==> src/sv/hlcd_pkg.sv <==
// ----------------------------------------------------------------------------
// hlcd_pkg: shared types and constants for the header/length/checksum deframer
// Result kinds, queue entry layout, register indexes and reset values.
// ----------------------------------------------------------------------------
`default_nettype none

package hlcd_pkg;

	// Result kind codes
	typedef enum logic [1:0] {
		KIND_PAYLOAD = 2'd0,
		KIND_GOOD    = 2'd1,
		KIND_BAD     = 2'd2
	} kind_t;

	// Configuration register indexes (paddr[2])
	localparam logic REG_SYNC_FIRST  = 1'b0;
	localparam logic REG_SYNC_SECOND = 1'b1;

	// Register reset values
	localparam logic [7:0] SYNC_FIRST_RST  = 8'hAA;
	localparam logic [7:0] SYNC_SECOND_RST = 8'h55;

	// Frame position codes before the body
	localparam logic [7:0] POS_HUNT  = 8'd0;
	localparam logic [7:0] POS_SYNC2 = 8'd1;
	localparam logic [7:0] POS_LEN   = 8'd2;
	localparam logic [7:0] POS_BODY  = 8'd3;

	// Default depth of the queue between front and back
	localparam int FIFO_DEPTH_DEF = 4;

	// Classified event passed from front to back
	typedef struct packed {
		logic       is_end;  // end of frame: data holds the received checksum
		logic [7:0] data;
		logic [7:0] csum;    // running sum at the checksum byte
		logic [7:0] pos;
		logic [7:0] len;
	} hlcd_entry_t;

	// Queue status seen by front, back and top
	typedef struct packed {
		logic full;
		logic empty;
	} hlcd_fifo_status_t;

endpackage

`default_nettype wire

==> src/sv/hlcd_front.sv <==
// ----------------------------------------------------------------------------
// hlcd_front: frame tracker
// Accepts received bytes, follows the header/length/body position and pushes
// payload and end-of-frame events into the queue.
// ----------------------------------------------------------------------------
`default_nettype none

module hlcd_front
	import hlcd_pkg::*;
(
	input  wire logic              clk,
	input  wire logic              arst_n,
	input  wire logic              in_valid,
	output logic                   in_stall,
	input  wire logic [7:0]        rx_byte,
	input  wire logic [7:0]        sync_first,
	input  wire logic [7:0]        sync_second,
	input  wire hlcd_fifo_status_t fifo_status,
	output logic                   push,
	output hlcd_entry_t            push_entry
);

	logic [7:0] position_q;
	logic [7:0] length_q;
	logic [7:0] sum_q;
	logic       accept;
	logic       is_payload;
	logic [7:0] position_d;
	logic [7:0] length_d;
	logic [7:0] sum_d;

	// Transfer happens whenever a byte is valid and the queue has room
	assign in_stall = fifo_status.full;
	assign accept   = in_valid & ~fifo_status.full;

	// Payload while position + 1 < L (a zero length gives none)
	assign is_payload = ({1'b0, position_q} + 9'd1) < {1'b0, length_q};

	// Next position, length and sum
	always_comb begin
		position_d = position_q;
		length_d   = length_q;
		sum_d      = sum_q;
		push       = 1'b0;
		push_entry = '{is_end: 1'b0, data: rx_byte, csum: sum_q,
			pos: position_q, len: length_q};
		case (position_q)
			POS_HUNT: begin
				if (rx_byte == sync_first) begin
					position_d = POS_SYNC2;
				end
			end
			POS_SYNC2: begin
				position_d = (rx_byte == sync_second) ? POS_LEN : POS_HUNT;
			end
			POS_LEN: begin
				length_d   = rx_byte;
				sum_d      = 8'd0;
				position_d = POS_BODY;
			end
			default: begin
				push = accept;
				if (is_payload) begin
					sum_d      = sum_q + rx_byte;
					position_d = position_q + 8'd1;
				end else begin
					push_entry.is_end = 1'b1;
					position_d        = POS_HUNT;
				end
			end
		endcase
	end

	// State registers, updated on each transfer
	always_ff @(posedge clk or negedge arst_n) begin
		if (!arst_n) begin
			position_q <= POS_HUNT;
			length_q   <= 8'd0;
			sum_q      <= 8'd0;
		end else if (accept) begin
			position_q <= position_d;
			length_q   <= length_d;
			sum_q      <= sum_d;
		end
	end

endmodule

`default_nettype wire

==> src/sv/hlcd_fifo.sv <==
// ----------------------------------------------------------------------------
// hlcd_fifo: event queue
// Small register queue between the frame tracker and the output stage.
// ----------------------------------------------------------------------------
`default_nettype none

module hlcd_fifo
	import hlcd_pkg::*;
#(
	parameter int DEPTH = FIFO_DEPTH_DEF
) (
	input  wire logic         clk,
	input  wire logic         arst_n,
	input  wire logic         push,
	input  wire hlcd_entry_t  push_entry,
	input  wire logic         pop,
	output hlcd_entry_t       head_entry,
	output hlcd_fifo_status_t status
);

	localparam int PW = (DEPTH > 1) ? $clog2(DEPTH) : 1;
	localparam int CW = $clog2(DEPTH + 1);
	localparam logic [PW-1:0] LAST_PTR = PW'(DEPTH - 1);
	localparam logic [CW-1:0] FULL_CNT = CW'(DEPTH);

	hlcd_entry_t   mem_q [DEPTH];
	logic [PW-1:0] wr_ptr_q;
	logic [PW-1:0] rd_ptr_q;
	logic [CW-1:0] count_q;
	logic          do_push;
	logic          do_pop;

	assign status.full  = (count_q == FULL_CNT);
	assign status.empty = (count_q == '0);
	assign do_push      = push & ~status.full;
	assign do_pop       = pop & ~status.empty;
	assign head_entry   = mem_q[rd_ptr_q];

	// Storage
	always_ff @(posedge clk) begin
		if (do_push) begin
			mem_q[wr_ptr_q] <= push_entry;
		end
	end

	// Pointers and fill count
	always_ff @(posedge clk or negedge arst_n) begin
		if (!arst_n) begin
			wr_ptr_q <= '0;
			rd_ptr_q <= '0;
			count_q  <= '0;
		end else begin
			if (do_push) begin
				wr_ptr_q <= (wr_ptr_q == LAST_PTR) ? '0 : wr_ptr_q + 1'b1;
			end
			if (do_pop) begin
				rd_ptr_q <= (rd_ptr_q == LAST_PTR) ? '0 : rd_ptr_q + 1'b1;
			end
			if (do_push && !do_pop) begin
				count_q <= count_q + 1'b1;
			end else if (do_pop && !do_push) begin
				count_q <= count_q - 1'b1;
			end
		end
	end

endmodule

`default_nettype wire

==> src/sv/hlcd_back.sv <==
// ----------------------------------------------------------------------------
// hlcd_back: result stage
// Takes events from the queue, checks the frame checksum and holds the
// result in the output register until the receiver takes it.
// ----------------------------------------------------------------------------
`default_nettype none

module hlcd_back
	import hlcd_pkg::*;
(
	input  wire logic              clk,
	input  wire logic              arst_n,
	input  wire hlcd_fifo_status_t fifo_status,
	input  wire hlcd_entry_t       head_entry,
	output logic                   pop,
	output logic                   out_valid,
	input  wire logic              out_stall,
	output logic [1:0]             kind,
	output logic [7:0]             data_byte,
	output logic [7:0]             byte_position,
	output logic [7:0]             frame_length
);

	logic       out_valid_q;
	kind_t      kind_q;
	logic [7:0] data_q;
	logic [7:0] pos_q;
	logic [7:0] len_q;
	kind_t      kind_d;

	// Load when the output register is free or being drained
	assign pop = ~fifo_status.empty & (~out_valid_q | ~out_stall);

	// Checksum compare for end-of-frame events
	always_comb begin
		if (!head_entry.is_end) begin
			kind_d = KIND_PAYLOAD;
		end else if (head_entry.data == head_entry.csum) begin
			kind_d = KIND_GOOD;
		end else begin
			kind_d = KIND_BAD;
		end
	end

	// Output valid
	always_ff @(posedge clk or negedge arst_n) begin
		if (!arst_n) begin
			out_valid_q <= 1'b0;
		end else if (pop) begin
			out_valid_q <= 1'b1;
		end else if (!out_stall) begin
			out_valid_q <= 1'b0;
		end
	end

	// Output payload
	always_ff @(posedge clk) begin
		if (pop) begin
			kind_q <= kind_d;
			data_q <= head_entry.is_end ? 8'd0 : head_entry.data;
			pos_q  <= head_entry.pos;
			len_q  <= head_entry.len;
		end
	end

	assign out_valid     = out_valid_q;
	assign kind          = kind_q;
	assign data_byte     = data_q;
	assign byte_position = pos_q;
	assign frame_length  = len_q;

endmodule

`default_nettype wire

==> src/sv/header_length_checksum_deframer.sv <==
// ----------------------------------------------------------------------------
// header_length_checksum_deframer: two-byte-sync, length-prefixed frame receiver
// Hunts for two header bytes, reads the frame length, passes body bytes out
// and reports the additive checksum result at the end of each frame.
// ----------------------------------------------------------------------------
// Usage:
//   Input channel (in_valid/in_stall/rx_byte): one received byte per transfer.
//   Output channel (out_valid/out_stall/kind, data_byte, byte_position,
//   frame_length): one result per body byte; header and length bytes give none.
//   APB port: register 0 at 0x0 is sync_first, register 1 at 0x4 is
//   sync_second; write only while the block is idle.
//   Throughput: one byte per cycle while the queue has room, set by the
//   registered position/sum update in the frame tracker.
//   Path: a transferred byte is written into the queue, then moves into the
//   output register once that register is free or being drained; the
//   receiver can take it from there.
//   Reset: hunts for the first header, registers return to 0xAA and 0x55,
//   queue and output register empty.
//   Receiver stall: the output register holds its result, the queue fills,
//   and in_stall rises once the queue is full.
// ----------------------------------------------------------------------------
`default_nettype none

module header_length_checksum_deframer
	import hlcd_pkg::*;
#(
	parameter int FIFO_DEPTH = FIFO_DEPTH_DEF
) (
	input  wire logic        clk,
	input  wire logic        arst_n,
	// input byte channel
	input  wire logic        in_valid,
	output logic             in_stall,
	input  wire logic [7:0]  rx_byte,
	// result channel
	output logic             out_valid,
	input  wire logic        out_stall,
	output logic [1:0]       kind,
	output logic [7:0]       data_byte,
	output logic [7:0]       byte_position,
	output logic [7:0]       frame_length,
	// configuration port
	input  wire logic        psel,
	input  wire logic        penable,
	input  wire logic        pwrite,
	input  wire logic [2:0]  paddr,
	input  wire logic [31:0] pwdata,
	output logic [31:0]      prdata,
	output logic             pready
);

	logic [7:0]        sync_first_q;
	logic [7:0]        sync_second_q;
	logic              cfg_wr;
	logic              push;
	logic              pop;
	hlcd_entry_t       push_entry;
	hlcd_entry_t       head_entry;
	hlcd_fifo_status_t fifo_status;

	// Configuration registers
	assign pready = 1'b1;
	assign cfg_wr = psel & penable & pwrite & pready;

	always_ff @(posedge clk or negedge arst_n) begin
		if (!arst_n) begin
			sync_first_q  <= SYNC_FIRST_RST;
			sync_second_q <= SYNC_SECOND_RST;
		end else if (cfg_wr) begin
			if (paddr[2] == REG_SYNC_FIRST) begin
				sync_first_q <= pwdata[7:0];
			end else begin
				sync_second_q <= pwdata[7:0];
			end
		end
	end

	assign prdata = {24'd0, (paddr[2] == REG_SYNC_SECOND) ? sync_second_q : sync_first_q};

	hlcd_front u_front (
		.clk         (clk),
		.arst_n      (arst_n),
		.in_valid    (in_valid),
		.in_stall    (in_stall),
		.rx_byte     (rx_byte),
		.sync_first  (sync_first_q),
		.sync_second (sync_second_q),
		.fifo_status (fifo_status),
		.push        (push),
		.push_entry  (push_entry)
	);

	hlcd_fifo #(
		.DEPTH (FIFO_DEPTH)
	) u_fifo (
		.clk        (clk),
		.arst_n     (arst_n),
		.push       (push),
		.push_entry (push_entry),
		.pop        (pop),
		.head_entry (head_entry),
		.status     (fifo_status)
	);

	hlcd_back u_back (
		.clk           (clk),
		.arst_n        (arst_n),
		.fifo_status   (fifo_status),
		.head_entry    (head_entry),
		.pop           (pop),
		.out_valid     (out_valid),
		.out_stall     (out_stall),
		.kind          (kind),
		.data_byte     (data_byte),
		.byte_position (byte_position),
		.frame_length  (frame_length)
	);

	// Checks
	a_no_push_when_full: assert property (@(posedge clk) disable iff (!arst_n)
		push |-> !fifo_status.full)
		else $error("event pushed into a full queue");

	a_kind_code: assert property (@(posedge clk) disable iff (!arst_n)
		out_valid |-> (kind == KIND_PAYLOAD || kind == KIND_GOOD || kind == KIND_BAD))
		else $error("undefined result kind");

	a_end_data_zero: assert property (@(posedge clk) disable iff (!arst_n)
		(out_valid && kind != KIND_PAYLOAD) |-> data_byte == 8'd0)
		else $error("end-of-frame result carries data");

	a_payload_in_body: assert property (@(posedge clk) disable iff (!arst_n)
		(out_valid && kind == KIND_PAYLOAD) |->
		(byte_position >= POS_BODY && ({1'b0, byte_position} + 9'd1) < {1'b0, frame_length}))
		else $error("payload position outside frame body");

endmodule

`default_nettype wire

==> config.mk <==
export PLATFORM = sky130hd
export DESIGN_NAME = header_length_checksum_deframer
export DESIGN_NICKNAME = d
export VERILOG_FILES = /design/src/sv/hlcd_pkg.sv /design/src/sv/hlcd_front.sv /design/src/sv/hlcd_fifo.sv /design/src/sv/hlcd_back.sv /design/src/sv/header_length_checksum_deframer.sv
export SDC_FILE = /design/constraint.sdc
export NUM_CORES = 1
export LEC_CHECK = 0
export BUFFER_PORTS_ARGS = -buffer_cell sky130_fd_sc_hd__buf_2
export CAP_MARGIN = 20
export CORE_MARGIN = 5
export CORE_UTILIZATION = 42
export CTS_BUF_LIST = sky130_fd_sc_hd__clkbuf_2
export CTS_CLUSTER_SIZE = 28
export DETAILED_ROUTE_END_ITERATION = 12
export GPL_ROUTABILITY_DRIVEN = 0
export GPL_TIMING_DRIVEN = 0
export PLACE_DENSITY = 0.64
export SLEW_MARGIN = 20
export SYNTH_ARGS = -nofsm -noshare
export SYNTH_HDL_FRONTEND = slang
export SYNTH_SLANG_ARGS = --single-unit
==> constraint.sdc <==
create_clock -name clk -period 3.15 [get_ports clk]
set_input_delay 0.945 -clock clk [delete_from_list [all_inputs] [get_ports clk]]
set_output_delay 0.945 -clock clk [all_outputs]
set_load 0.02 [all_outputs]
==> results.toml, run 1 <==
[clocking]
clk_latency_ps = 770
cts_tree = "done"
numClockSinks = 206
cts.clk_slew.worst_paths_ps = 100
clock-root-buffer = "clkbuf_2"
htreeDepth = 2
cts_inserted_buffers = 50
clockBufferDepth = 3

[grt]
grt_max_degree = 31
grt_use_total_pct = 14.8
grt_pass1_wl_um = 28000
first_global_vias = 5324
grt_antenna_before_repair = 1
grt_overflow_total = 0

[detailed_routing]
totalWireLength_um = 17100
wl_per_cell_um = 17.2
drc = 0
dr.pass1.iters = 5
dr_total_vias = 4861
ant_nets = 0
drt_iter0_markers = 299
via_per_inst = 4.91

[timing]
finalCriticalPeriod_ps = 3010
period_share_pct = 95.6
setup_viol = 0
hold_violations = 0
whs_ps = 157
fmax_mhz = 332
slew_headroom_pct = 53.9
fin_skew_ps = 57.7
final.setup.tns_ps = 0
drv_slew = 0
tightestPinTransition_ps = 692

[power]
p_total_w = 0.00919
power_density_mw_per_mm2 = 893
leakagePower_nw = 4.06
irDropWorstVdd_uv = 300

[layout]
syn_to_final_growth_pct = 16.1
multi_input_area_sq_mm = 0.00271
fin_nets = 750
nFillCells = 1821
drive_gt1_share_pct = 39.2
regArea_sq_mm = 0.00596
final_core_util_pct = 49.2
fin_cells = 990

[placed_design]
dpl.hpwl_um = 11800
dp.cells = 888
io_buffers = 58

[setup_path]
critPathCaptureType = "flop"
cpMostUsedCell = "a21o_1"
critPathLaunchType = "flop"
arrival_ps = 3640
required_ps = 3780
cpPeakStageDelay_ps = 450
worstSetupPathType = "flop to flop"
path_cells = "inv_1 -> nor3_4 -> nand2_1 -> xnor2_1 -> ha_1 -> a21o_1 -> a21o_1 -> a221o_2 -> nor2_4 -> o21bai_4 -> mux2_1"
critical-path-slowest-cell = "a221o_2"
cp_max_fo = 7

[yosys]
yosys_warnings = 0
yosys.cell_types.count = 53
synthFlopType = "edfxtp_1"
synth.area.top_cells = "edfxtp_1 (54%), dfrtp_1 (11%), mux4_2 (8.4%)"
synthesis.area_sq_mm = 0.00886
async_flop_share_pct = 23.3
synth_edf_count = 158
synth_seq_cells = 206
yosysSeqAreaShare_pct = 67.2
synth_top_area_share_pct = 53.6
synth_cells = 527
synth_top_cell_by_area = "edfxtp_1"
avgSynthCellArea_sq_um = 16.8

[floorplan]
rows = 53
coreArea_sq_mm = 0.0209
ioPinCount = 111
fp.dieW_um = 155
dieArea_sq_mm = 0.0241
initial_core_util_pct = 42.4
die_h_um = 155

[run]
cap_violations = 0

[hold_path]
hp-class = "input pin to asynchronous set/reset pin"

[outcome]
status = "finished, final reports clean"
[cells by family (layout without fill, tap and decap cells)]
| kind of cell | after synthesis | in the layout | synth area share [%] |
|---|---|---|---|
| mux | 66 | 66 | 12.6 |
| fa+ha+maj | 26 | 26 | 3.84 |
| buf+inv | 53 | 217 | 3.59 |
| xor+xnor | 39 | 39 | 3.86 |
| compound gates | 45 | 45 | 3.49 |
| flops | 206 | 206 | 67.2 |
| simple gates | 90 | 90 | 5.35 |
| other cells | 2 | 26 | 0.0848 |
[sequential cells by signal, summed over array words and instances, names as in the netlist, 3 cells and up]
register,flops
u_back.data_byte,8
u_fifo.mem_q,132
sync_second_q,8
sync_first_q,8
u_front.position_q,8
u_back.frame_length,8
u_back.byte_position,8
u_front.sum_q,8
u_front.length_q,8
u_fifo.count_q,3
[synthesized netlist by cell type (all sizes together) (9+ instances only)]
library cell	number
xnor2	17
dfrtp	40
xor2	22
ha	24
nand2	27
nor2b	9
mux4	33
edfxtp	158
o21ai	15
buf	34
nor2	19
mux2	31
inv	15
[layout by cell type, fill, tap and decap left out, types with 12 or more instances in the layout]
master,count
xnor2_1,17
edfxtp_1,158
o21ai_0,12
nand2_1,27
mux2_2,25
inv_1,14
nor2_1,16
dfrtp_1,36
clkbuf_2,79
mux4_2,33
buf_2,62
buf_4,37
conb_1,25
ha_1,24
xor2_1,22
[worst max-delay path: cells and delay by family, from the launching register on]
kind	cells	cell delay, ps
compound gates	4	950
simple gates	3	550
flops	1	420
mux	1	340
fa+ha+maj	1	280
xor+xnor	1	210
buf+inv	1	140
[final timing paths]
path | startpoint | end | slack [ps] | depth (start not counted)
worst max-delay path | u_front.position_q[0]$_DFFE_PN0P_ | u_front.sum_q[5]$_DFFE_PN0P_ | 140 | 11
worst min-delay path | arst_n | sync_first_q[4]$_DFFE_PN0P_ | 160 | 1
worst max register to register | u_front.position_q[0]$_DFFE_PN0P_ | u_front.sum_q[5]$_DFFE_PN0P_ | 140 | 11
worst min register to register | u_fifo.count_q[2]$_DFFE_PN0P_ | u_fifo.count_q[2]$_DFFE_PN0P_ | 510 | 1
max in group asynchronous | arst_n | sync_second_q[0]$_DFFE_PN1P_ | 2410 | 2
min in group clk | pwdata[5] | sync_second_q[5]$_DFFE_PN0P_ | 460 | 2
[stage by stage]
stage | cell area, sq um | worst slack [ps]
2_1_floorplan | 8940 | 229
3_3_place_gp | 9580 | -702
3_5_place_dp | 9710 | -217
4_1_cts | 10200 | 13.6
5_1_grt | 10300 | -0.642
6_report | 10300 | 138
[report_power, final]
part	switching (W)	internal [W]
registers	0.000366	0.00387
clock network	0.00100	0.000664
logic	0.00183	0.00146
total	0.00320	0.00599
[final cells by class]
cell class	count	share of cell area (%)
Sequential cell	206	58.0
Multi-Input combinational cell	291	26.4
Timing Repair Buffer	74	4.89
Clock buffer	79	3.84
Tap cell	275	3.35
Buffer	36	2.46
Clock inverter	13	0.548
Inverter	15	0.548
Antenna cell	1	0.0243
[what timing repair did]
item,4_1_cts,5_1_grt
hold buffers,0,0
buffers inserted,3,8
gates resized for setup,5,7
pin swaps,1,0
endpoints found under the hold margin,0,0
endpoints found under the setup margin,62,15
[per-layer routing]
layer | global-route usage, % | part of all wire (%) | vias up
li1 | - | - | 2280
met1 | 18.0 | 40 | 2399
met2 | 25.6 | 51 | 144
met3 | 3.64 | 5.9 | 38
met4 | 5.54 | 2.5 | 0
met5 | 0 | 0 | -
Note: power is estimated with default switching activity, not from simulation.
==> inputs of run 2 (changes only) <==
--- a/config.mk
+++ b/config.mk
@@ -15,6 +15,8 @@
 export GPL_ROUTABILITY_DRIVEN = 0
 export GPL_TIMING_DRIVEN = 0
 export PLACE_DENSITY = 0.64
+export RECOVER_POWER = 100
+export SETUP_SLACK_MARGIN = 0.4
 export SLEW_MARGIN = 20
 export SYNTH_ARGS = -nofsm -noshare
 export SYNTH_HDL_FRONTEND = slang
==> results.toml, run 2 (same netlist as run 1, synthesis figures left out) <==
[outcome]
status = "finished, final reports clean"

[clocking]
htreeDepth = 2
cts.clk_slew.worst_paths_ps = 110
cts_tree = "done"
numClockSinks = 206
clockBufferDepth = 3
clk_latency_ps = 770
cts_inserted_buffers = 51
clock-root-buffer = "clkbuf_2"

[floorplan]
initial_core_util_pct = 42.4
fp.dieW_um = 155
die_h_um = 155
coreArea_sq_mm = 0.0209
rows = 53
ioPinCount = 111
dieArea_sq_mm = 0.0241

[layout]
fin_cells = 1001
regMostFlops = "u_fifo.mem_q"
largest_reg_flops = 132
syn_to_final_growth_pct = 16.9
regArea_sq_mm = 0.00596
multi_input_area_sq_mm = 0.00286
final_core_util_pct = 49.6
nFillCells = 1810
drive_gt1_share_pct = 35.7
mostFrequentLayoutCells = "edfxtp_1 (158), clkbuf_2 (73), clkbuf_1 (41)"
layout_commonest_cell = "edfxtp_1"
fin_nets = 760

[setup_path]
regToRegStartpoint = "u_front.position_q[1]$_DFFE_PN0P_"
crit_buf_inv = 3
reg2reg_to = "u_fifo.mem_q[2][17]$_DFFE_PP_"
cpMostUsedCell = "buf_4"
critical-path-slowest-cell = "dfrtp_1"
critPathCaptureType = "flop"
required_ps = 3530
r2r_slack_ps = 190
crit_family = "simple AND/OR/NAND/NOR gates"
critPathLaunchType = "flop"
cp_max_fo = 17
arrival_ps = 3330
worstSetupPathType = "flop to flop"
path_cells = "inv_4 -> buf_4 -> ha_2 -> or3_4 -> and3_1 -> nor2_1 -> buf_4 -> and2_2"
crit_start = "u_front.position_q[1]$_DFFE_PN0P_"
r2r_cells = 8
cpPeakStageDelay_ps = 520

[detailed_routing]
drc = 0
dr_total_vias = 4948
via_per_inst = 4.94
ant_nets = 0
wl_per_cell_um = 17.9
dr.pass1.iters = 4
drt_iter0_markers = 173
totalWireLength_um = 17900

[placed_design]
place_ws_ps = -154
io_buffers = 58
dp.cells = 883
dpl.hpwl_um = 11000

[timing]
drv_slew = 0
period_share_pct = 93.8
fmax_mhz = 338
final.setup.tns_ps = 0
tightestPinTransition_ps = 1250
hold_violations = 0
fin_skew_ps = 42.7
finalCriticalPeriod_ps = 2960
setup_viol = 0
slew_headroom_pct = 16.6
setup_ws_ps = 195
rsz0062_at_grt = "yes"

[run]
cap_violations = 0

[power]
p_sw_w = 0.00334
irDropWorstVdd_uv = 302
intPower_w = 0.00606
power_frac_comb_pct = 36.2
power_density_mw_per_mm2 = 908
leakagePower_nw = 4.01
p_total_w = 0.00940
pwr-share-seq_pct = 45.4
swShare_pct = 35.5
p_clk_share_pct = 18.4

[grt]
grt_pass1_wl_um = 28400
grt_overflow_total = 0
first_global_vias = 5416
grt_antenna_before_repair = 1
grt_max_degree = 49
grt_use_total_pct = 15.0

[hold_path]
min-delay-start = "out_stall"
holdPathEnd = "u_back.out_valid$_DFFE_PN0P_"
hp-class = "input pin to flop"
hold_path_depth = 3
-- run 2: routing by layer --
layer  track usage, %  up-vias  part of all wire, %
met5                0        -                    0
met2             25.2      164                   50
met1             19.0     2431                   42
met3             4.03       36                  6.3
li1                 -     2317                    -
met4             5.29        0                  2.3
-- run 2: worst register-to-register path: cells and delay by family (launching register included) --
family	cells	cell delay, ps
flip-flops	1	520
adder cells (fa/ha/maj)	1	190
AND/OR/NAND/NOR	4	1380
buffers and inverters	3	460
-- run 2: through the flow --
step	instance area (sq um)	hold slack (ps)
2_1_floorplan	8960	456
3_3_place_gp	9590	470
3_5_place_dp	9590	477
4_1_cts	10300	345
5_1_grt	10400	335
6_report	10400	415
-- run 2: power groups by stage --
stage	clock [W]	sequential [W]	combinational (W)
after CTS	0.00179	0.00425	0.00343
after global routing	0.00194	0.00434	0.00375
after global placement	0	0.00427	0.00302
after detailed placement	0	0.00433	0.00309
after floorplan	0	0.00441	0.00211
final	0.00173	0.00426	0.00341
-- run 2: what timing repair did --
action | 4_1_cts | 5_1_grt
gates cloned | 4 | 0
endpoints found under the setup margin | 163 | 21
hold buffers | 0 | 0
setup buffers | 12 | 7
gates resized for setup | 37 | 22
pin swaps | 19 | 18
-- run 2: area by class of cell --
class / count / area share, %
Antenna cell: 1 / 0.0242
Buffer: 38 / 2.60
Clock buffer: 71 / 3.43
Clock inverter: 23 / 1.14
Inverter: 15 / 0.592
Multi-Input combinational cell: 295 / 27.6
Sequential cell: 206 / 57.6
Tap cell: 275 / 3.32
Timing Repair Buffer: 77 / 3.69
-- run 2: worst max path at each step --
| stage | endpoint | slack (ps) | depth (start not counted) |
|---|---|---|---|
| 5_1_grt | u_fifo.mem_q[2][20]$_DFFE_PP_ | 140 | 8 |
| 3_5_place_dp | u_front.position_q[4]$_DFFE_PN0P_ | -150 | 12 |
| 6_report | u_fifo.mem_q[2][17]$_DFFE_PP_ | 190 | 8 |
| 3_3_place_gp | u_front.position_q[4]$_DFFE_PN0P_ | -110 | 12 |
| 2_1_floorplan | u_front.sum_q[2]$_DFFE_PN0P_ | 420 | 12 |
| 4_1_cts | u_front.sum_q[2]$_DFFE_PN0P_ | 310 | 12 |
